File: src/rmsb_pkg.sv
// ----------------------------------------------------------------------------
// rmsb_pkg
// Shared types and constants for the blocked range-maximum core.
// ----------------------------------------------------------------------------
package rmsb_pkg;

  localparam int DATA_W  = 32;
  localparam int IDX_W   = 12;
  localparam int BOUND_W = 13;
  localparam int CNT_W   = 13;

  typedef logic signed [DATA_W-1:0] data_t;

  localparam logic [CNT_W-1:0] CNT_RESET = 13'd4096;
  // minus two to the thirtieth, result of an empty range
  localparam data_t EMPTY_MAX = 32'shC000_0000;

  localparam logic CMD_UPDATE = 1'b0;
  localparam logic CMD_QUERY  = 1'b1;

  // one control word worth of datapath actions
  typedef struct packed {
    logic wr_el;
    logic init_upd;
    logic rd_el_cur;
    logic inc_cur;
    logic rd_el_hi;
    logic dec_hi;
    logic rd_blk;
    logic add_bs;
    logic wr_blk;
    logic init_qry;
    logic load_out;
    logic fin;
  } act_t;

  // datapath flags tested by the sequencer
  typedef struct packed {
    logic cur_lt_stop;
    logic head;
    logic tail;
    logic cur_lt_hi;
  } status_t;

endpackage

File: src/rmsb_seq.sv
// ----------------------------------------------------------------------------
// rmsb_seq
// Microcode sequencer: control store, step counter and conditional jumps.
// ----------------------------------------------------------------------------
module rmsb_seq (
  input  logic              clk,
  input  logic              rst,
  input  logic              start,
  input  logic              qry,
  input  rmsb_pkg::status_t status,
  input  logic              out_free,
  output rmsb_pkg::act_t    act,
  output logic              busy
);
  import rmsb_pkg::*;

  typedef logic [2:0] upc_t;

  typedef enum logic [2:0] {
    C_ALWAYS,
    C_CUR_LT_STOP,
    C_HEAD,
    C_TAIL,
    C_CUR_LT_HI,
    C_OUT_FREE
  } cond_t;

  typedef struct packed {
    cond_t cond;
    upc_t  nxt_t;
    upc_t  nxt_f;
    act_t  act;
  } ucode_t;

  localparam upc_t UA_U_INIT  = 3'd0;
  localparam upc_t UA_U_SCAN  = 3'd1;
  localparam upc_t UA_U_WRBLK = 3'd2;
  localparam upc_t UA_Q_INIT  = 3'd3;
  localparam upc_t UA_Q_HEAD  = 3'd4;
  localparam upc_t UA_Q_TAIL  = 3'd5;
  localparam upc_t UA_Q_BLKS  = 3'd6;
  localparam upc_t UA_Q_OUT   = 3'd7;

  // actions run only when the step's condition holds
  function automatic ucode_t ucode_rom(upc_t a);
    ucode_t w;
    w = '0;
    case (a)
      UA_U_INIT: begin
        w.cond = C_ALWAYS;   w.nxt_t = UA_U_SCAN;  w.nxt_f = UA_U_SCAN;
        w.act.wr_el = 1'b1;  w.act.init_upd = 1'b1;
      end
      UA_U_SCAN: begin
        w.cond = C_CUR_LT_STOP; w.nxt_t = UA_U_SCAN; w.nxt_f = UA_U_WRBLK;
        w.act.rd_el_cur = 1'b1; w.act.inc_cur = 1'b1;
      end
      UA_U_WRBLK: begin
        w.cond = C_ALWAYS;   w.nxt_t = UA_U_INIT;  w.nxt_f = UA_U_INIT;
        w.act.wr_blk = 1'b1; w.act.fin = 1'b1;
      end
      UA_Q_INIT: begin
        w.cond = C_ALWAYS;   w.nxt_t = UA_Q_HEAD;  w.nxt_f = UA_Q_HEAD;
        w.act.init_qry = 1'b1;
      end
      UA_Q_HEAD: begin
        w.cond = C_HEAD;     w.nxt_t = UA_Q_HEAD;  w.nxt_f = UA_Q_TAIL;
        w.act.rd_el_cur = 1'b1; w.act.inc_cur = 1'b1;
      end
      UA_Q_TAIL: begin
        w.cond = C_TAIL;     w.nxt_t = UA_Q_TAIL;  w.nxt_f = UA_Q_BLKS;
        w.act.rd_el_hi = 1'b1; w.act.dec_hi = 1'b1;
      end
      UA_Q_BLKS: begin
        w.cond = C_CUR_LT_HI; w.nxt_t = UA_Q_BLKS; w.nxt_f = UA_Q_OUT;
        w.act.rd_blk = 1'b1; w.act.add_bs = 1'b1;
      end
      UA_Q_OUT: begin
        w.cond = C_OUT_FREE; w.nxt_t = UA_U_INIT;  w.nxt_f = UA_Q_OUT;
        w.act.load_out = 1'b1; w.act.fin = 1'b1;
      end
      default: w = '0;
    endcase
    return w;
  endfunction

  upc_t   upc;
  ucode_t uw;
  logic   cond_ok;

  assign uw = ucode_rom(upc);

  always_comb begin
    case (uw.cond)
      C_ALWAYS:      cond_ok = 1'b1;
      C_CUR_LT_STOP: cond_ok = status.cur_lt_stop;
      C_HEAD:        cond_ok = status.head;
      C_TAIL:        cond_ok = status.tail;
      C_CUR_LT_HI:   cond_ok = status.cur_lt_hi;
      C_OUT_FREE:    cond_ok = out_free;
      default:       cond_ok = 1'b0;
    endcase
  end

  assign act = (busy && cond_ok) ? uw.act : '0;

  always_ff @(posedge clk) begin
    if (rst) begin
      busy <= 1'b0;
      upc  <= UA_U_INIT;
    end else if (start) begin
      busy <= 1'b1;
      upc  <= qry ? UA_Q_INIT : UA_U_INIT;
    end else if (busy) begin
      if (cond_ok) begin
        upc <= uw.nxt_t;
        if (uw.act.fin) begin
          busy <= 1'b0;
        end
      end else begin
        upc <= uw.nxt_f;
      end
    end
  end

endmodule

File: config.mk
export PLATFORM = sky130hd
export DESIGN_NAME = rmsb_seq
export DESIGN_NICKNAME = d
export VERILOG_FILES = /design/src/rmsb_pkg.sv /design/src/rmsb_seq.sv
export SDC_FILE = /design/constraint.sdc
export NUM_CORES = 1
export LEC_CHECK = 0
export BUFFER_PORTS_ARGS = -buffer_cell sky130_fd_sc_hd__buf_4
export CAP_MARGIN = 25
export CORE_AREA = 3 3 40 42
export CTS_CLUSTER_SIZE = 16
export DETAILED_ROUTE_END_ITERATION = 10
export DIE_AREA = 0 0 43 45
export GPL_TIMING_DRIVEN = 0
export PLACE_DENSITY = 0.69
export SLEW_MARGIN = 15
export SYNTH_ARGS = -nofsm -noshare
export SYNTH_HDL_FRONTEND = slang
export SYNTH_SLANG_ARGS = --single-unit
File: constraint.sdc
create_clock -name clk -period 1.3 [get_ports clk]
set_input_delay 0.26 -clock clk [delete_from_list [all_inputs] [get_ports clk]]
set_output_delay 0.26 -clock clk [all_outputs]
set_load 0.03 [all_outputs]
## Word-level counts from Yosys, hierarchy flattened

Index checks and enable logic that the tools add are counted.

| storage, ports and cells | value |
|---|---|
| word-level logic and storage cells | 39 |
| input port bits | 9 |
| output and inout bits | 13 |
| flip-flop bits (word level) | 4 |

| operators by class | value |
|---|---|
| mux-type cells | 19 |
| reduce and logical (&&, ||, !) cells | 6 |
| eq/ne operators | 12 |

Operator list:

| kind | number |
|---|---|
| 9-bit case mux with 8 select lines | 1 |
| 3-bit == test, second input constant | 6 |
| 3-bit by 2-bit == test with 1-bit output, second input constant | 4 |
| 12-bit two-way mux | 1 |
| 2-bit two-way mux | 5 |
| 3-bit two-way mux | 3 |
| 1-bit two-way mux | 8 |
| 3-bit by 1-bit == test with 1-bit output, second input constant | 2 |
| 3-bit zero test | 2 |
| 1-bit case mux with 6 select lines | 1 |
| 2-bit OR reduction | 2 |
| 2-bit nonzero test | 1 |
| 1-bit logical AND | 1 |

## Depth between registers and ports, before layout

Gate-level depths: netlist of the first run.

| logic depth | value |
|---|---|
| word-level depth | 7 |
| mapped depth | 5 |
| gate-level depth less buffers | 4 |

## Worst setup path after synthesis of the first run

OpenSTA, ideal clock, no wires.

| timing path | value |
|---|---|
| path kind | reg2out |
| from | register busy |
| to | output act[11] (netlist bit) |
| data required time | 1.040 ns |
| cell stages (with the launch flop) | 5 |
| buffers on the path | 2 |
| path slack | -0.766 ns |
| arrival time | 1.806 ns |
| cell sequence | dfxtp_1 -> buf_2 -> nand2b_1 -> nor3_1 -> buf_4 |

RTL lines:

| element | RTL line | RTL |
|---|---|---|
| start: declaration | rmsb_seq.sv:13 | `output logic busy` |
| start signal: assignment | rmsb_seq.sv:108 | `busy <= 1'b0;` |
| start signal: assignment | rmsb_seq.sv:111 | `busy <= 1'b1;` |
| start signal: assignment | rmsb_seq.sv:117 | `busy <= 1'b0;` |
| end: declaration | rmsb_seq.sv:12 | `output rmsb_pkg::act_t act,` |

==> results of run 1 <==
[placed cells by master (no fill, tap or decap), types with 2 or more instances in the layout]
cell type / instances
a21oi_1: 2
buf_4: 19
buf_6: 16
clkbuf_4: 3
dfxtp_2: 3
nand2_1: 3
nor2_1: 3
nor2_4: 3
nor2b_1: 2
nor3_2: 2
[worst paths after layout]
check            to  slack (ns)  cells after the start
min          upc[1]        0.23                      2
max reg2reg  upc[0]       -0.13                      6
min reg2reg  upc[2]        0.61                      3
max          act[9]       -0.48                      6
[per-stage QoR]
stage	util [%]	hold WS [ns]	cell area, um^2
floorplan	-	0.323	469
global placement	50.2	0.463	646
detailed placement	50.2	0.466	646
CTS	56.4	0.218	724
global route	64.6	0.218	830
finish	64.6	0.234	830
[flip-flops by register name, summed over array words and instances (netlist names)]
signal,cells
upc,3
busy,1
[power breakdown]
group          internal [W]  leakage [nW]  switching, W  total [W]
combinational      0.000103         0.303     0.0000961   0.000199
clock              0.000116        0.0150     0.0000577   0.000173
sequential         0.000131        0.0347    0.00000591   0.000137
[metal layers]
metal	vias up	part of all wire, %	track usage [%]
met5	-	0	0
met4	0	0	6.63
met3	0	6.1	3.19
met2	16	53	21.9
met1	222	41	13.2
li1	237	-	-
[cell type report]
type	count	share of cell area (%)
Inverter	1	0.452
Multi-Input combinational cell	36	40.4
Timing Repair Buffer	30	33.6
Clock buffer	4	3.17
Tap cell	15	2.26
Buffer	7	9.50
Sequential cell	4	10.6
[cell families (layout without fill, tap and decap cells)]
kind of cell           Yosys count  after routing  share of synthesized area [%]
buffers and inverters            9             42                           16.8
AND/OR/NAND/NOR                 25             25                           41.9
flip-flops                       4              4                           19.6
AO/OA/AOI/OAI                   10             10                           19.3
multiplexers                     1              1                           2.45
[timing repair]
| item | 4_1_cts | 5_1_grt |
|---|---|---|
| endpoints found under the setup margin | 12 | 14 |
| buffers inserted | 1 | 8 |
| gates resized for setup | 12 | 13 |
| gates cloned | 0 | 0 |
| pin swaps | 3 | 10 |
==> impl_metrics.toml, run 1 <==
[yosys]
yosys-top-cells-area = "dfxtp_1 (20%), buf_4 (9.2%), nor4b_4 (5.8%), buf_6 (5.5%), nor2_1 (5.5%)"
syn-num-nets = 58
synth.yosys.seq_area_share_pct = 19.6
ys_seq_elements = 4
syn_area_per_cell_um2 = 8.35
synth-edff-count = 0
synthCells = 49
synth_commonest_cells = "nor2_1 (6), buf_4 (5), dfxtp_1 (4), nand2_1 (4), a21oi_1 (3)"
synth_top_area_share_pct = 19.6
ys_warn_count = 0
synth_area_um2 = 409
yosysMostFrequentCell = "nor2_1"
async_flop_share_pct = 0
synth_cell_type_count = 28
ys.flop_type = "dfxtp_1"
yosys.area.top_type = "dfxtp_1"

[setup_path]
startpoint = "upc[2]"
path_delay_family = "simple AND/OR/NAND/NOR gates"
cp_max_fo = 4
end_kind = "output pin"
r2r_start = "upc[2]"
arrival_ns = 1.52
critPathMostFrequentCell = "buf_6"
cp.required_ns = 1.04
crit_chain = "buf_8 -> inv_2 -> or3_4 -> a21oi_4 -> buf_6 -> buf_6"
cp_slowest_stage_delay_ns = 0.40
slowest_stage = "or3_4"
path_buf_inv = 4
crit_type = "reg -> out"
worstSetupStartpointType = "flip-flop"

[outcome]
outcome = "finished with violations"
violations = "setup timing"

[grt]
grt_overflow = 0
grt_pass1_vias = 417
antenna_found_initial = 0
grt_max_degree = 11
grt_pass1_wl_um = 1770
grt_util_all_layers_pct = 12.2

[hold_path]
hp-start = "rst"
hp-class = "in -> reg"

[place]
dp.cells = 85
place.detailed.hpwl_um = 802
port-buffer-count = 21
gp_congestion = 0.805
pre_cts_ws_ns = -0.305

[routing]
vias_per_cell = 4.90
final_antenna_net_count = 0
via_count = 475
drcViolationCount = 0
wl_um = 1260
drt_iter0_markers = 3
wl_per_cell_um = 12.9
drt_pre_antenna_iters = 2

[power_and_ir_drop]
total_power_w = 0.000509
power.leakage_nw = 0.352
powerDensity_mw_per_mm2 = 614
vdd.ir_drop.worst_uv = 289

[timing]
rsz0062_at_grt = "true"
fin_crit_ns = 1.78
fin_skew_ns = 0.00233
final.setup.worst_slack_ns = -0.484
finalHoldViolCount = 0
setup_tns_ns = -3.87
worst_pin_slew_ns = 0.347
fin_crit_sh_pct = 137
fmax_ghz = 0.561
setup_violations = 15
relSlewSlack_pct = 76.8
finalMaxSlewViolations = 0

[layout]
synthToLayoutAreaGrowth_pct = 103
drive_gt1_share_pct = 78.0
multiInputGateArea_um2 = 335
regArea_um2 = 87.6
nFillCells = 110
final_nets = 92
insertedDiodeCount = 0
fin_cells = 97

[floorplanning]
start_util_pct = 31.8
fp.dieArea_mm2 = 0.00194
placementRows = 13
coreArea_mm2 = 0.00128
io_pins = 22
dieWidth_um = 43
fp.dieH_um = 45

[clock_tree]
clock_latency_ns = 0.23
htree_levels = 1
cts_buffers = 3
cts_sinks = 4
cts_buffer_depth = 2
hold_buffers = 0
clk_pin_slew_ns = 0.04
cts_root_buf = "clkbuf_4"
cts_tree = "done"

[flow_run]
maxCapViolCount = 0
Power figures use the tool's default switching activity.
==> run 2, diff against run 1 <==
- RECOVER_POWER: not set -> 25
==> run 2 against run 1 <==
  * The run still ends with setup timing left
  * Wire length about the same
  * Sequential power hardly changed
  * Total power is 0.39% lower
  * Critical path depth unchanged
  * Clock power about the same
  * Sequential cell count is the same
  * Sequential share of layout area hardly changed
  * Non-clock buffer count stayed put
  * Global-route usage is the same
  * Cell area down 0.45%
  * Hold slack stayed put
  * Largest cell class unchanged
==> impl_metrics.toml, run 2 (synthesis results as in run 1) <==
[place]
dp.cells = 85
place.detailed.hpwl_um = 802
gp_congestion = 0.805
port-buffer-count = 21

[layout]
final_common_cell = "buf_4"
regMostFlops = "upc"
largest_reg_flops = 3
multiInputGateArea_um2 = 335
insertedDiodeCount = 0
nFillCells = 112
fin_cells = 97
drive_gt1_share_pct = 76.8
final_cell_mix = "buf_4 (18), buf_6 (16)"
top_regs = "upc: 3 flops, busy: 1 flops"
final_nets = 92
synthToLayoutAreaGrowth_pct = 102
regArea_um2 = 87.6

[outcome]
outcome = "finished with violations"
violations = "setup timing"

[power_and_ir_drop]
powerDensity_mw_per_mm2 = 614
power_frac_seq_pct = 27.0
pwr-share-comb_pct = 38.8
power.leakage_nw = 0.348
vdd.ir_drop.worst_uv = 289
p_int_w = 0.000348
total_power_w = 0.000507
switching_share_pct = 31.5
pwr-share-clk_pct = 34.2
power.switching_w = 0.000160

[floorplanning]
start_util_pct = 31.8
fp.dieH_um = 45
fp.dieArea_mm2 = 0.00194
io_pins = 22
coreArea_mm2 = 0.00128
dieWidth_um = 43
placementRows = 13

[timing]
relSlewSlack_pct = 76.1
fin_skew_ns = 0.00233
setup_violations = 15
fin_crit_ns = 1.78
fin_crit_sh_pct = 137
final.setup.worst_slack_ns = -0.484
fmax_ghz = 0.561
worst_pin_slew_ns = 0.360
finalHoldViolCount = 0
finalMaxSlewViolations = 0
rsz0062_at_grt = "true"

[setup_path]
critPathMostFrequentCell = "buf_6"
rr_worst_depth = 6
cp.required_ns = 1.04
cp_max_fo = 4
arrival_ns = 1.52
end_kind = "output pin"
worstSetupStartpointType = "flip-flop"
cp_slowest_stage_delay_ns = 0.40
crit_chain = "buf_8 -> inv_2 -> or3_4 -> a21oi_4 -> buf_6 -> buf_6"
crit_type = "reg -> out"
slowest_stage = "or3_4"

[grt]
antenna_found_initial = 0
grt_pass1_wl_um = 1770
grt_pass1_vias = 417
grt_overflow = 0
grt_max_degree = 11
grt_util_all_layers_pct = 12.2

[clock_tree]
clock_latency_ns = 0.23
hold_buffers = 0
cts_sinks = 4
cts_tree = "done"
clk_pin_slew_ns = 0.04
cts_buffers = 3
htree_levels = 1
cts_root_buf = "clkbuf_4"
cts_buffer_depth = 2

[routing]
via_count = 475
drcViolationCount = 0
drt_pre_antenna_iters = 2
drt_iter0_markers = 3
vias_per_cell = 4.90
wl_per_cell_um = 12.9
wl_um = 1250
final_antenna_net_count = 0

[hold_path]
min_path_cells = 2
hp-class = "in -> reg"

[flow_run]
maxCapViolCount = 0
[run 2: cell count changes in the layout (fill, tap and decap cells not counted), sizes merged]
cell / delta
clkbuf: +1
buf: -1
[run 2: layout make-up]
| cell class | instances | area share, % |
|---|---|---|
| multi-input combinational | 36 | 40.6 |
| sequential | 4 | 10.6 |
| clock buffer | 4 | 3.18 |
| tap | 15 | 2.27 |
| timing repair buffer | 30 | 33.3 |
| inverter | 1 | 0.455 |
| buffer | 7 | 9.55 |
[run 2: timing repair]
action / 4_1_cts / 5_1_grt
endpoints found under the setup margin: 12 / 14
buffers inserted: 1 / 8
pin swaps: 3 / 10
resized for setup: 12 / 13
[run 2: through the flow]
stage	util (%)	setup WS (ns)	area, um^2	hold slack, ns	setup TNS (ns)
after floorplan	-	-0.314	469	0.323	-1.05
after global placement	50.2	-0.294	646	0.463	-0.993
after detailed placement	50.2	-0.305	646	0.466	-1.04
after CTS	56.4	-0.507	724	0.218	-3.71
after global routing	64.3	-0.529	826	0.218	-4.72
final	64.3	-0.484	826	0.234	-3.87
[run 2: final timing paths]
| path | to | slack [ns] | startpoint |
|---|---|---|---|
| setup / recovery | act[9] | -0.48 | upc[2] |
| hold / removal | upc[1] | 0.23 | rst |
| hold reg to reg | upc[2] | 0.61 | upc[2] |
| setup reg to reg | upc[0] | -0.13 | upc[2] |
[run 2: power groups by stage]
| stage | Clock [W] | Combinational, W | Sequential (W) |
|---|---|---|---|
| after global routing | 0.000193 | 0.000212 | 0.000138 |
| after detailed placement | 0 | 0.000156 | 0.000136 |
| after CTS | 0.000171 | 0.000170 | 0.000135 |
| after global placement | 0 | 0.000155 | 0.000136 |
| after floorplan | 0 | 0.0000980 | 0.000140 |
| final | 0.000173 | 0.000197 | 0.000137 |
[run 2: critical path: cells and delay by family, from the launching register on]
family | cells | cell delay (ns)
AOI/OAI and AO/OA | 1 | 0.18
buffers and inverters | 4 | 0.35
DFF | 1 | 0.34
and+or+nand+nor | 1 | 0.40
[run 2: per-layer routing]
metal / part of all wire [%] / track usage, %
met5: 0 / 0
met4: 0 / 6.63
met3: 6.1 / 3.19
met2: 53 / 21.9
met1: 41 / 13.2
